### config.mk
export PLATFORM = sky130hd
export DESIGN_NAME = strs_mac
export DESIGN_NICKNAME = d
export VERILOG_FILES = /design/src/hw/rtl/strs_pkg.sv /design/src/hw/rtl/strs_mac.sv
export SDC_FILE = /design/constraint.sdc
export NUM_CORES = 2
export LEC_CHECK = 0
export ABC_AREA = 1
export BUFFER_PORTS_ARGS = -buffer_cell sky130_fd_sc_hd__buf_4
export CAP_MARGIN = 20
export CELL_PAD_IN_SITES_DETAIL_PLACEMENT = 1
export CELL_PAD_IN_SITES_GLOBAL_PLACEMENT = 1
export CORE_UTILIZATION = 25
export CTS_CLUSTER_SIZE = 16
export DETAILED_ROUTE_END_ITERATION = 10
export GPL_TIMING_DRIVEN = 1
export PLACE_DENSITY_LB_ADDON = 0.1
export SLEW_MARGIN = 10
export SYNTH_ARGS = -nofsm -noshare
export SYNTH_HDL_FRONTEND = slang
export SYNTH_SLANG_ARGS = --single-unit
### constraint.sdc
create_clock -name clk -period 12.4 [get_ports clk]
set_input_delay 2.48 -clock clk [delete_from_list [all_inputs] [get_ports clk]]
set_output_delay 2.48 -clock clk [all_outputs]
set_load 0.005 [all_outputs]
### src/hw/rtl/strs_pkg.sv
// Shared types and constants for the sparse triangular row solver.
// No dependencies; imported by every module of the block.
`timescale 1ns / 1ps
`default_nettype none

package strs_pkg;

    // Store and number format
    localparam int MAX_ROWS  = 4096;
    localparam int ADDR_W    = $clog2(MAX_ROWS);
    localparam int FRAC_BITS = 20;
    localparam int IDX_W     = 12;
    localparam int VAL_W     = 32;
    localparam int RC_W      = 13;
    localparam int SUM_W     = 48;
    localparam int PROD_W    = 2 * VAL_W;
    // Difference b - sum, and the long-division numerator (|d| << FRAC_BITS)
    localparam int DIFF_W    = SUM_W + 1;
    localparam int DIV_W     = 63;
    localparam int DCNT_W    = $clog2(DIV_W);

    // Operation codes
    localparam logic [1:0] OP_LOAD   = 2'd0;
    localparam logic [1:0] OP_MATRIX = 2'd1;
    localparam logic [1:0] OP_RESP   = 2'd2;

    // Result kinds
    localparam logic [1:0] KIND_RHS = 2'd0;
    localparam logic [1:0] KIND_REQ = 2'd1;
    localparam logic [1:0] KIND_SOL = 2'd2;

    typedef struct packed {
        logic [1:0]              operation;
        logic [IDX_W-1:0]        index;
        logic signed [VAL_W-1:0] value;
        logic                    end_of_matrix;
    } item_t;

    typedef struct packed {
        logic [1:0]              kind;
        logic [IDX_W-1:0]        position;
        logic signed [VAL_W-1:0] amount;
        logic                    fault;
    } result_t;

endpackage

`default_nettype wire

### src/hw/rtl/strs_mac.sv
// Multiply-accumulate for the row sum: registered 32x32 product, then
// floor shift and saturating 48-bit add. Depends on strs_pkg.
`timescale 1ns / 1ps
`default_nettype none

module strs_mac
    import strs_pkg::*;
(
    input  wire logic                    clk,
    input  wire logic                    start,
    input  wire logic signed [VAL_W-1:0] response,
    input  wire logic signed [VAL_W-1:0] coefficient,
    input  wire logic signed [SUM_W-1:0] sum_in,
    output logic signed [SUM_W-1:0]      sum_out
);

    localparam int S_W = SUM_W + 2;
    localparam logic signed [S_W-1:0] SUM_MAX = S_W'({1'b0, {(SUM_W-1){1'b1}}});
    localparam logic signed [S_W-1:0] SUM_MIN = -SUM_MAX - 1;

    logic signed [PROD_W-1:0] prod_reg;
    logic signed [PROD_W-1:0] prod_sh;
    logic signed [S_W-1:0]    total;

    // Stage 1: product
    always_ff @(posedge clk)
    begin
        if (start)
        begin
            prod_reg <= response * coefficient;
        end
    end

    // Stage 2: arithmetic shift rounds toward minus infinity, then clamp
    assign prod_sh = prod_reg >>> FRAC_BITS;
    assign total   = S_W'(sum_in) + S_W'(prod_sh);

    always_comb
    begin
        if (total > SUM_MAX)
        begin
            sum_out = SUM_MAX[SUM_W-1:0];
        end
        else if (total < SUM_MIN)
        begin
            sum_out = SUM_MIN[SUM_W-1:0];
        end
        else
        begin
            sum_out = total[SUM_W-1:0];
        end
    end

endmodule

`default_nettype wire

# ---- Yosys cells after proc, flatten, opt, wreduce, memory -nomap -nowiden
# Cells that the tools add are included.
dict set report op_classes {
  add_sub_neg 1
  multipliers 1
  div 0
  n_lt_le_gt_ge 2
  n_eq_ne 0
  shifts 0
  mux 2
  bitwise_logic 0
  n_reduce_logical 0
}
# operator count
set op_table {}
lappend op_table {{$mux W48} 2}
lappend op_table {{$mul A32 B32 Y64} 1}
lappend op_table {{$add A48 B44 Y49} 1}
lappend op_table {{$gt A49 B48 Y1 const B} 1}
lappend op_table {{$lt A49 B48 Y1 const B} 1}
dict set report totals {
  regBits 64
  latchBits 0
  ram_bits 0
  mem_bits_ro 0
  out_inout_bits 48
  elab_cells 7
  mem_count 0
}

# ---- Longest topological paths before layout
dict set report logic_depth {
  ltp_word 4
  ltp_mapped 33
  ltp_nobuf 32
}

# ---- Worst setup path after synthesis
# OpenSTA, ideal clock, no wires.
dict set report synth_timing {
  path_kind {in2reg}
  from {input port response[31]}
  to {register prod_reg[62] (data pin)}
  setup_time_ps 252
  t_arrival_ps 9125
  setup_slack_ps 3023
  stages 27
  path_cell_list {clkbuf_1 nand2_1 inv_1 fa_1 inv_1 fa_1 inv_1 fa_1 fa_1 inv_1 fa_1 inv_1 fa_1 inv_1 fa_1 fa_1 inv_1 ha_1 nand2_1 nor2_1 inv_1 nor4_1 nand2_1 nor3_1 nand2_1 nand3_1 nand2_1}
}
dict set report synth_via {
  elab_chain_cells 1
}
# item line_no
set synth_lines {}
lappend synth_lines {{start, declared} strs_mac.sv:11} ;# input wire logic signed [VAL_W-1:0] response,
lappend synth_lines {{$mul A32 B32 Y64} strs_mac.sv:30} ;# prod_reg <= response * coefficient;
lappend synth_lines {{end signal, assigned} strs_mac.sv:30}
lappend synth_lines {{end, declared} strs_mac.sv:21} ;# logic signed [PROD_W-1:0] prod_reg;
# No other way between the ends.
# A chain may end at the register's enable or synchronous reset.

# ---- Worst setup path after layout
dict set report layout_timing {
  from {input port response[31]}
  to {register prod_reg[58] (data pin)}
}
# Same word-level chain as after synthesis.

==> summary.txt <==
Global routing
  – Global route total overflow: 0
  – All-layer global routing usage: 0.186
  – Vias in the first global route: about 40,000
  – First-pass GRT wire length: approximately 250 mm
  – Largest net degree at the start of global routing: 48
  – Initial antenna violation count: 5

Floorplan
  – Ports: between 150 and 200
  – Rows: between 150 and 200
  – Core area: between 150,000 and 200,000 µm²
  – Die area: between 150,000 and 200,000 µm²
  – Initial Util: 0.252
  – Die X-Extent: ~420 µm
  – Die Height: between 400 and 500 µm

Timing
  – Final min period: approximately 10,000 ps
  – Final Setup Violations: 0
  – Final hold violations: 0
  – Crit share post-route: 0.824
  – Setup TNS: 0 ps
  – Worst slew pin tran: roughly 840 ps
  – Slew Limit Fails: 0
  – Fmax: 0.0979 GHz
  – Rel. slew slack: 0.439
  – Unrepaired setup endpoints after global routing: no

Placed design
  – GP Congestion: ~0.88
  – Placed Area: 47,200 µm²
  – Number of buffers added on ports: roughly 160
  – Final HPWL DP: 140 mm

Clocking
  – CTS H-tree depth: 2
  – Clock sinks: 44
  – Post-CTS Setup Inserts: 0
  – CTS tree: yes
  – Hold-fix buffers at CTS: 0
  – Post-CTS Resized: 0
  – Longest Clk Path Bufs: 2
  – Num CTS Buffers: 5
  – Clock Tree Root: clkbuf_16
  – Worst-path clk slew: 80 ps

Yosys
  – Post-synthesis cell type count: 38
  – Area share of the largest cell type after synthesis: 0.494
  – Register area share after synthesis: 0.0301
  – Area leader, netlist: fa_1
  – Most frequent cell after synthesis: inv_1
  – Synthesized net count: 7,241
  – Cell Area, Synth: about 44,000 µm²
  – #FFs+latches synth: 44
  – Ranking of synthesized cells by area: fa_1 49%, inv_1 15%, nand2_1 14%
  – Synth Instances: 5,817
  – Synth Flop Type: edfxtp_1
  – Commonest cells post-synth: 1,791 x inv_1, 1,659 x nand2_1, 1,082 x fa_1
  – Synth warn: 0
  – Async SR Flop Fraction: 0
  – Syn Area/Cell: 7.54 µm²
  – Number of synthesized flops with an enable pin: 44

Layout
  – Final instance area: about 47,000 µm²
  – Layout cell share with drive strength beyond 1: 0.0461
  – NumNets Final: approximately 7,000
  – Number of flip-flops in the largest register: 44
  – Layout area overhead: 8.03%

Job
  – Max Cap Violations: 0

Drt
  – Via count: about 34,000
  – Routed WL: around 160 mm
  – DR WL/cell: slightly below 20 µm
  – First DRT Iteration DRCs: between 1,000 and 1,500
  – DRT antenna net count: 0
  – Vias per cell: between 4 and 5
  – DRC viols: 0
  – DRT Pass-1 Iters: 6

Setup path
  – Crit. End Element: flip-flop
  – CP Max Fanout: 32
  – Worst EP required: 12,460 ps
  – Critical path's largest stage delay: roughly 930 ps
  – WP data arrival: 10,270 ps
  – Top delay family on crit path: adder cells
  – Worst path bufs/invs: 9
  – CP max-delay cell: fa_1
  – CP Class: in2reg
  – Worst setup SP type: input port
  – Worst path depth: 28

Worst hold path
  – Hold_sp: start
  – Hold endpoint: prod_reg[56]
  – Worst hold path type: in2reg
  – Worst hold stages: 1

Outcome
  – Status: complete, no violations
## kinds of logic after synthesis
| kind of cell | share of synthesized area |
|---|---|
| simple gates | 0.194 |
| buf+inv | 0.173 |
| fa+ha+maj | 0.559 |
| compound gates | 0.0307 |
| xor+xnor | 0.0132 |
| flops | 0.0301 |
## cells in the final DEF (no fill, tap or decap), drive strengths merged, types with 16 or more instances in the layout
| master | synthesis | final |
|---|---|---|
| o21ai | 68 | 68 |
| nand4 | 27 | 27 |
| nor3 | 16 | 16 |
| inv | 1807 | 1807 |
| fa | 1082 | 1082 |
| ha | 228 | 228 |
| nand2 | 1708 | 1708 |
| buf | 11 | 167 |
| edfxtp | 44 | 44 |
| xor2 | 46 | 46 |
| xnor2 | 20 | 20 |
| a21oi | 132 | 132 |
| o21bai | 25 | 25 |
| nor2 | 266 | 266 |
| nand3 | 98 | 98 |
## worst max-delay path by stage
stage / to / startpoint
detailed placement: prod_reg[58] / response[31]
global route: prod_reg[63] / coefficient[5]
global placement: prod_reg[58] / response[31]
finish: prod_reg[58] / response[31]
CTS: prod_reg[58] / response[31]
floorplan: prod_reg[62] / response[31]
## cell type report
| cell class | count | area, µm² |
|---|---|---|
| diodes | 3 | 7.51 |
| clock buffers | 6 | 129 |
| clock inverters | 2 | 35.0 |
| fillers | 21100 | 127000 |
| inverters | 1807 | 6780 |
| multi-input cells | 3764 | 35000 |
| flip-flops and latches | 44 | 1320 |
| well taps | 2325 | 2910 |
| repair buffers | 167 | 1270 |
## per-stage QoR
step                      hold WS [ps]  utilization  std cells  setup slack (ps)
final                             2770        0.272       8118              2180
after global placement            3090        0.271       8106              1830
after detailed placement          3100        0.271       8107              1740
after CTS                         2780        0.272       8115              2050
after floorplan                   2590            -       5817              3020
after global routing              2790        0.272       8117              1610
## per-layer routing
metal  GRT usage  up-vias  part of all wire
li1            -    16100                 -
met1       0.257    17900              0.48
met3     0.00631       66             0.014
met5           0        -                 0
met4      0.0218        0             0.011
met2       0.331      305              0.49
Power is not shown: default switching activity piles up to over one toggle a cycle in this logic, so the estimate is an artifact.
