--- config.mk ---
export PLATFORM = sky130hd
export DESIGN_NAME = strs_div
export DESIGN_NICKNAME = d
export VERILOG_FILES = /design/src/hw/rtl/strs_pkg.sv /design/src/hw/rtl/strs_div.sv
export SDC_FILE = /design/constraint.sdc
export NUM_CORES = 1
export LEC_CHECK = 0
export ABC_AREA = 1
export BUFFER_PORTS_ARGS = -buffer_cell sky130_fd_sc_hd__buf_2
export CAP_MARGIN = 20
export CORE_MARGIN = 4
export CORE_UTILIZATION = 45
export DETAILED_ROUTE_END_ITERATION = 12
export SLEW_MARGIN = 20
export SYNTH_ARGS = -nofsm -noshare
export SYNTH_HDL_FRONTEND = slang
export SYNTH_SLANG_ARGS = --single-unit
export TNS_END_PERCENT = 20
--- constraint.sdc ---
create_clock -name clk -period 8.7 [get_ports clk]
set_input_delay 1.74 -clock clk [delete_from_list [all_inputs] [get_ports clk]]
set_output_delay 1.74 -clock clk [all_outputs]
set_load 0.02 [all_outputs]
--- src/hw/rtl/strs_pkg.sv ---
// Shared types and constants for the sparse triangular row solver.
// No dependencies; imported by every module of the block.
`timescale 1ns / 1ps
`default_nettype none

package strs_pkg;

    // Store and number format
    localparam int MAX_ROWS  = 4096;
    localparam int ADDR_W    = $clog2(MAX_ROWS);
    localparam int FRAC_BITS = 20;
    localparam int IDX_W     = 12;
    localparam int VAL_W     = 32;
    localparam int RC_W      = 13;
    localparam int SUM_W     = 48;
    localparam int PROD_W    = 2 * VAL_W;
    // Difference b - sum, and the long-division numerator (|d| << FRAC_BITS)
    localparam int DIFF_W    = SUM_W + 1;
    localparam int DIV_W     = 63;
    localparam int DCNT_W    = $clog2(DIV_W);

    // Operation codes
    localparam logic [1:0] OP_LOAD   = 2'd0;
    localparam logic [1:0] OP_MATRIX = 2'd1;
    localparam logic [1:0] OP_RESP   = 2'd2;

    // Result kinds
    localparam logic [1:0] KIND_RHS = 2'd0;
    localparam logic [1:0] KIND_REQ = 2'd1;
    localparam logic [1:0] KIND_SOL = 2'd2;

    typedef struct packed {
        logic [1:0]              operation;
        logic [IDX_W-1:0]        index;
        logic signed [VAL_W-1:0] value;
        logic                    end_of_matrix;
    } item_t;

    typedef struct packed {
        logic [1:0]              kind;
        logic [IDX_W-1:0]        position;
        logic signed [VAL_W-1:0] amount;
        logic                    fault;
    } result_t;

endpackage

`default_nettype wire

--- src/hw/rtl/strs_div.sv ---
// Fixed-point divider for the diagonal step: x = (d << FRAC_BITS) / diag,
// restoring, one quotient bit per cycle, saturating. Depends on strs_pkg.
`timescale 1ns / 1ps
`default_nettype none

module strs_div
    import strs_pkg::*;
(
    input  wire logic                     clk,
    input  wire logic                     rst_n,
    input  wire logic                     start,
    input  wire logic signed [DIFF_W-1:0] dividend,
    input  wire logic signed [VAL_W-1:0]  divisor,
    input  wire logic                     take,
    output logic                          valid,
    output logic signed [VAL_W-1:0]       x,
    output logic                          fault
);

    typedef enum logic [4:0] {
        D_IDLE = 5'b00001,
        D_PREP = 5'b00010,
        D_ITER = 5'b00100,
        D_FIN  = 5'b01000,
        D_DONE = 5'b10000
    } dstate_t;

    localparam logic signed [DIFF_W-1:0] D_LIM =
        DIFF_W'(64'sd1 <<< (62 - FRAC_BITS));
    localparam logic [DIV_W-1:0] Q_NEG_LIM = DIV_W'(64'd1 << (VAL_W - 1));
    localparam logic [DIV_W-1:0] Q_POS_LIM = Q_NEG_LIM - 1'b1;
    localparam logic signed [VAL_W-1:0] X_MAX = {1'b0, {(VAL_W-1){1'b1}}};
    localparam logic signed [VAL_W-1:0] X_MIN = {1'b1, {(VAL_W-1){1'b0}}};

    dstate_t                  state_reg, state_next;
    logic signed [DIFF_W-1:0] d_reg, d_next;
    logic signed [VAL_W-1:0]  dv_reg, dv_next;
    logic                     neg_reg, neg_next;
    logic [DIV_W-1:0]         num_reg, num_next;
    logic [VAL_W-1:0]         den_reg, den_next;
    logic [VAL_W-1:0]         rem_reg, rem_next;
    logic [DCNT_W-1:0]        cnt_reg, cnt_next;
    logic signed [VAL_W-1:0]  x_reg, x_next;
    logic                     fault_reg, fault_next;

    logic [DIFF_W-1:0]        d_mag;
    logic [VAL_W:0]           rem_sh;
    logic [VAL_W:0]           rem_sub;
    logic                     ge;

    assign d_mag   = d_reg[DIFF_W-1] ? DIFF_W'(-d_reg) : DIFF_W'(d_reg);
    assign rem_sh  = {rem_reg, num_reg[DIV_W-1]};
    assign rem_sub = rem_sh - {1'b0, den_reg};
    assign ge      = rem_sh >= {1'b0, den_reg};

    always_comb
    begin
        state_next = state_reg;
        d_next     = d_reg;
        dv_next    = dv_reg;
        neg_next   = neg_reg;
        num_next   = num_reg;
        den_next   = den_reg;
        rem_next   = rem_reg;
        cnt_next   = cnt_reg;
        x_next     = x_reg;
        fault_next = fault_reg;
        case (state_reg)
            D_IDLE:
            begin
                if (start)
                begin
                    d_next     = dividend;
                    dv_next    = divisor;
                    state_next = D_PREP;
                end
            end
            D_PREP:
            begin
                // zero divisor and out-of-range difference finish at once
                neg_next = d_reg[DIFF_W-1] ^ dv_reg[VAL_W-1];
                if (dv_reg == '0)
                begin
                    x_next     = '0;
                    fault_next = 1'b1;
                    state_next = D_DONE;
                end
                else if (d_reg > D_LIM || d_reg < -D_LIM)
                begin
                    x_next     = (d_reg[DIFF_W-1] ^ dv_reg[VAL_W-1]) ? X_MIN : X_MAX;
                    fault_next = 1'b1;
                    state_next = D_DONE;
                end
                else
                begin
                    num_next   = DIV_W'(d_mag) << FRAC_BITS;
                    den_next   = dv_reg[VAL_W-1] ? VAL_W'(-dv_reg) : VAL_W'(dv_reg);
                    rem_next   = '0;
                    cnt_next   = '0;
                    state_next = D_ITER;
                end
            end
            D_ITER:
            begin
                // quotient bits shift into the numerator register
                rem_next = ge ? rem_sub[VAL_W-1:0] : rem_sh[VAL_W-1:0];
                num_next = {num_reg[DIV_W-2:0], ge};
                cnt_next = cnt_reg + 1'b1;
                if (cnt_reg == DCNT_W'(DIV_W - 1))
                begin
                    state_next = D_FIN;
                end
            end
            D_FIN:
            begin
                if (neg_reg)
                begin
                    fault_next = num_reg > Q_NEG_LIM;
                    x_next     = (num_reg > Q_NEG_LIM) ? X_MIN
                                                        : VAL_W'(-num_reg[VAL_W-1:0]);
                end
                else
                begin
                    fault_next = num_reg > Q_POS_LIM;
                    x_next     = (num_reg > Q_POS_LIM) ? X_MAX : num_reg[VAL_W-1:0];
                end
                state_next = D_DONE;
            end
            D_DONE:
            begin
                if (take)
                begin
                    state_next = D_IDLE;
                end
            end
            default:
            begin
                state_next = D_IDLE;
            end
        endcase
    end

    always_ff @(posedge clk or negedge rst_n)
    begin
        if (!rst_n)
        begin
            state_reg <= D_IDLE;
        end
        else
        begin
            state_reg <= state_next;
        end
    end

    always_ff @(posedge clk)
    begin
        d_reg     <= d_next;
        dv_reg    <= dv_next;
        neg_reg   <= neg_next;
        num_reg   <= num_next;
        den_reg   <= den_next;
        rem_reg   <= rem_next;
        cnt_reg   <= cnt_next;
        x_reg     <= x_next;
        fault_reg <= fault_next;
    end

    assign valid = (state_reg == D_DONE);
    assign x     = x_reg;
    assign fault = fault_reg;

endmodule

`default_nettype wire

; Word-level counts from Yosys, hierarchy flattened
; Index checks and enable logic that the tools add are counted.
[totals]
regBits = 253
word_cells = 74
inputBits = 85
[op_classes]
n_reduce_logical = 9
eq_ne = 12
n_bitwise = 3
n_lt_le_gt_ge = 5
n_addsub = 5
n_mux = 29
[ops]
columns = cell, count
row1 = 32-bit 2-to-1 mux, 9
row2 = 32-bit case mux with 2 select lines, 2
row3 = 63-bit 2-to-1 mux, 2
row4 = 63-bit case mux with 2 select lines, 1
row5 = 32-bit negator, 2
row6 = 63-bit by 31-bit > comparator with 1-bit output (second input constant), 1
row7 = 63-bit by 32-bit > comparator with 1-bit output (second input constant), 1
row8 = 49-bit by 44-bit > comparator with 1-bit output (second input constant), 1
row9 = 49-bit by 43-bit less-than comparator with 1-bit output (second input constant), 1
row10 = 43-bit 2-to-1 mux, 1
row11 = 43-bit negator, 1
row12 = 33-bit by 32-bit >= comparator with 1-bit output, 1
row13 = 32-bit zero test, 1
row14 = 32-bit subtractor, 1
row15 = 31-bit 2-to-1 mux, 1
row16 = 5-bit 2-to-1 mux, 5
row17 = 5-bit case mux with 5 select lines, 1
row18 = 6-bit 2-to-1 mux, 2
row19 = 6-bit case mux with 2 select lines, 1
row20 = 2-bit inequality test (second input constant), 5
row21 = 3-bit AND reduction, 3
row22 = 6-bit by 1-bit adder with 6-bit output (second input constant), 1
row23 = 6-bit equality test (second input constant), 1
row24 = 5-bit by 1-bit equality test with 1-bit output (second input constant), 1
row25 = 12 further kinds, 17

; Depth between registers and ports, before layout
[logic_depth]
ltp_word = 5
mapped_depth = 16
ltp_nobuf = 16

; Worst setup path before layout
; Ideal clock, no wire load.
[synth_path]
path_kind = reg-to-reg
from = reg d_reg[1]
to = reg cnt_reg[0], enable pin
t_required_ns = 8.000
stages_incl_launch_ff = 11
arrival_ns = 8.333
slack_ns = -0.333
synth_period_minus_slack_ns = 9.033
path_cell_list = edfxtp_1 inv_1 ha_1 nand3_1 nor2_1 nand2_1 nor2_1 nand2_1 nand2_1 nand3_1 o21ai_0
[synth_via]
elab_chain_len = 4
[synth_rtl]
columns = element, line_no
row1 = "start, declared", strs_div.sv:36  ; logic signed [DIFF_W-1:0] d_reg, d_next;
row2 = "start signal, assigned", strs_div.sv:157  ; d_reg <= d_next;
row3 = 49-bit by 44-bit > comparator with 1-bit output or 49-bit by 43-bit less-than comparator with 1-bit output (tied branches), strs_div.sv:88  ; else if (d_reg > D_LIM || d_reg < -D_LIM)
row4 = 1-bit logical OR *, strs_div.sv:88
row5 = 2-bit inequality test (no source line) *, -
row6 = 3-bit AND reduction (no source line) *, -
row7 = "end signal, assigned", strs_div.sv:163  ; cnt_reg <= cnt_next;
row8 = "end, declared", strs_div.sv:42  ; logic [DCNT_W-1:0] cnt_reg, cnt_next;
; Every way passes the cells marked *; elsewhere a longest branch is shown, timed or not.
; A chain may end at the register's enable or synchronous reset.

; Worst setup path in the final report
[layout_path]
from = reg state_reg[3]
to = out valid
[layout_via]
elab_chain_len = 1
[layout_rtl]
columns = element, line_no
row1 = "start, declared", strs_div.sv:35  ; dstate_t state_reg, state_next;
row2 = "start signal, assigned", strs_div.sv:151  ; state_reg <= state_next;
row3 = 5-bit equality test, strs_div.sv:168  ; assign valid = (state_reg == D_DONE);
row4 = "end, declared", strs_div.sv:15  ; output logic valid,
; No other way between the ends.

==> results.txt <==
The run finished with clean final reports. The worst relative slew slack is 35.1%. Across the VDD grid, the largest voltage drop is 217 µV. The iteration count of the initial detailed-routing pass is 5. Power spread over the standard cell area amounts to 287 mW/mm². The post-synthesis async set-or-reset flop share came out at 1.98%. The setup-violating endpoint count in the final report is 0. By area the synthesized netlist is led by sky130_fd_sc_hd__edfxtp_1 46%, sky130_fd_sc_hd__nand2_1 14%, sky130_fd_sc_hd__inv_1 6.6%. In the routed design, unresolved DRC markers number 0.

The floorplan step set the die width to 197 µm. Buffers inserted during clock tree synthesis total 28. The source-to-sink clock delay at the later pin of the worst-skew pair came out at 0.57 ns. The tree is rooted in a sky130_fd_sc_hd__clkbuf_16. After detailed routing, the number of vias per cell comes to 5.15. The antenna diode instance count is 0. After detailed routing, the average wire length per cell comes to 16.0 µm. The placed wire-length estimate after detailed placement is 31.5 mm. The routed wire length came out at 41.8 mm. After clock tree synthesis, the clock-pin slew on the worst setup and hold paths is 0.06 ns.

The slowest stage of the critical path is the sky130_fd_sc_hd__nor4_1 cell. The total track usage came out at 21.2%. The die covers 0.0387 mm². After synthesis the cells add up to 0.0160 mm².

Entering global routing, the biggest net connects 82 pins. The area share of the leading cell type in the synthesized netlist came out at 46.5%. The worst path required time came out at 6.96 ns. The final core utilization came out at 51.5%. The max-slew violation total from the final report is 0. The number of buffers on the longest clock path is 3.

The count of input and output buffers came out at 118. The via count is 13500. The via count of the first global-routing pass is 12700. The synthesized design contains 253 register bits. The critical path goes through nor2_1 > inv_1 > nor4_1 > buf_2. The initial antenna violation count is 0. The largest area contributor in the synthesized netlist is sky130_fd_sc_hd__edfxtp_1. The highest fanout seen on the critical path is 3. The max capacitance violation total came out at 0. The total nets after synthesis is 2151. Setup repair after global routing left no endpoint under its margin.

The final estimated routing congestion in global placement is 0.971. By startpoint and endpoint, the worst setup path is classified as reg -> out. The starting DRC count in detailed routing came out at 1193. The final critical path time including I/O delays and setup came out at 3.69 ns. The leakage dissipation is 0.00789 µW. Yosys mapped the design onto 49 distinct sky130hd cell types. The clock net in this run drives a total of 253 sinks. For this run, the slowest stage of the critical path takes 0.47 ns.

The kind of start point of the critical path is a flop. The final count of hold timing violations is 0. The post-cts repair resize count came out at 0. The number of setup buffers added after CTS is 0. Among all flip-flop cells after synthesis, the most frequent one is sky130_fd_sc_hd__edfxtp_1. The standard cell core area is 0.0349 mm². The proportion of synthesized chip area in sequential cells is 47.2%.

The number of synthesized flops with an enable pin is 248. The post-route setup TNS is 0 ns. The final clock period utilization by the worst path came out at 42.5%. The timing-limited maximum frequency came out at 0.271 GHz. The worst clock skew is 0.0264 ns. Dividing the synthesized area by the synthesized cell count gives 7.91 µm². The remaining antenna violation count after routing is 0. The die span in y is 197 µm. The total grt overflow came out at 0. The number of H-tree levels came out at 1. The initial standard-cell utilization of the core came out at 46.0%. The number of buffers added to fix hold violations after cts is 0. Synthesis produced 2027 cells. The path type of the worst min-delay path is reg -> reg. In the final layout, the share of cells above drive strength 1 is 11.5%. The worst setup path is captured at an output port. The number of nets in the layout came out at 2260. The worst endpoint data arrival time is 1.95 ns. The actual transition at the worst max-transition pin came out at 0.974 ns. The number of standard-cell rows in the floorplan is 68.

The signed area change from the synthesized netlist to the final layout came out at 12.0%. The global-route wire length before repair is 67.0 mm. The count of boundary I/O pins is 119. TritonCTS built the clock tree. The flip-flop count of the largest register, all copies and words added came out at 63. The Yosys warning count came out at 0.
[worst max-delay path, delay by kind of cell, from the launching register on]
kind,cells,cell delay [ns]
flops,1,0.42
simple gates,2,0.62
buf+inv,2,0.35
[cells by family (layout without fill, tap and decap cells)]
| logic type | after synthesis | after routing | synth area share (%) |
|---|---|---|---|
| AND/OR/NAND/NOR | 1203 | 1203 | 33.0 |
| flip-flops | 253 | 253 | 47.2 |
| adder cells (fa/ha/maj) | 39 | 39 | 3.09 |
| XOR/XNOR | 75 | 75 | 4.10 |
| buffers and inverters | 344 | 474 | 8.66 |
| AO/OA/AOI/OAI | 113 | 113 | 3.89 |
[cell usage in the layout (no fill, tap or decap), types with 12 or more instances in the layout]
master / n
sky130_fd_sc_hd__buf_4: 12
sky130_fd_sc_hd__xor2_1: 66
sky130_fd_sc_hd__nand3_1: 166
sky130_fd_sc_hd__nor3_1: 29
sky130_fd_sc_hd__clkbuf_16: 28
sky130_fd_sc_hd__nor2_1: 245
sky130_fd_sc_hd__ha_1: 38
sky130_fd_sc_hd__nor2_2: 27
sky130_fd_sc_hd__o21ai_0: 57
sky130_fd_sc_hd__buf_2: 118
sky130_fd_sc_hd__edfxtp_1: 248
sky130_fd_sc_hd__nand3b_1: 34
sky130_fd_sc_hd__inv_1: 281
sky130_fd_sc_hd__nand2_1: 590
sky130_fd_sc_hd__nand4_1: 64
sky130_fd_sc_hd__a21oi_1: 32
[final timing paths]
| path | cells after the start | to | slack, ns | startpoint |
|---|---|---|---|---|
| max | 4 | valid | 5.01 | state_reg[3] |
| min | 0 | den_reg[0] | 0.50 | dv_reg[0] |
| max reg2reg | 10 | d_reg[0] | 5.05 | state_reg[0] |
| min reg2reg | 0 | den_reg[0] | 0.50 | dv_reg[0] |
| max in group asynchronous | 1 | state_reg[0] | 7.50 | rst_n |
| min in group asynchronous | 1 | state_reg[4] | 0.97 | rst_n |
[per-stage QoR]
| step | area (µm²) | std cells | hold slack [ns] | total power [µW] | setup WS (ns) |
|---|---|---|---|---|---|
| after CTS | 18000 | 2612 | 0.503 | 5180 | 5.00 |
| after detailed placement | 17000 | 2561 | 0.489 | 3970 | 5.05 |
| final | 18000 | 2612 | 0.499 | 5150 | 5.01 |
| after global placement | 17000 | 2561 | 0.487 | 3950 | 5.16 |
| after floorplan | 16000 | 2027 | 0.472 | 3450 | 2.39 |
| after global routing | 18000 | 2612 | 0.517 | 5490 | 4.77 |
[synthesized netlist by cell type (all sizes together), types with 10 or more instances]
| cell | n |
|---|---|
| nor2 | 276 |
| inv | 293 |
| nand2 | 601 |
| xor2 | 66 |
| a21oi | 35 |
| nand4 | 65 |
| buf | 34 |
| edfxtp | 248 |
| nand3 | 169 |
| or2 | 10 |
| nor3 | 33 |
| clkbuf | 17 |
| nand3b | 34 |
| o21ai | 63 |
| ha | 38 |
[routing by layer]
layer / vias up / track usage (%) / routed length [µm]
li1: 6815 / - / -
met1: 6185 / 33.7 / 21100
met2: 416 / 31.2 / 17300
met3: 45 / 2.62 / 2480
met4: 0 / 4.42 / 822
met5: - / 0 / 0
[power by group]
group	internal [µW]	switching, µW
registers	1890	226
logic	554	1290
clock network	689	496
total	3140	2010
[cell type report]
cell class | count | area, µm²
inverters | 293 | 1100
clock buffers | 34 | 723
well taps | 455 | 569
fillers | 3354 | 16900
flip-flops and latches | 253 | 7570
repair buffers | 130 | 681
clock inverters | 17 | 208
multi-input cells | 1430 | 7100
No activity file was read; power rests on OpenSTA's default activity.
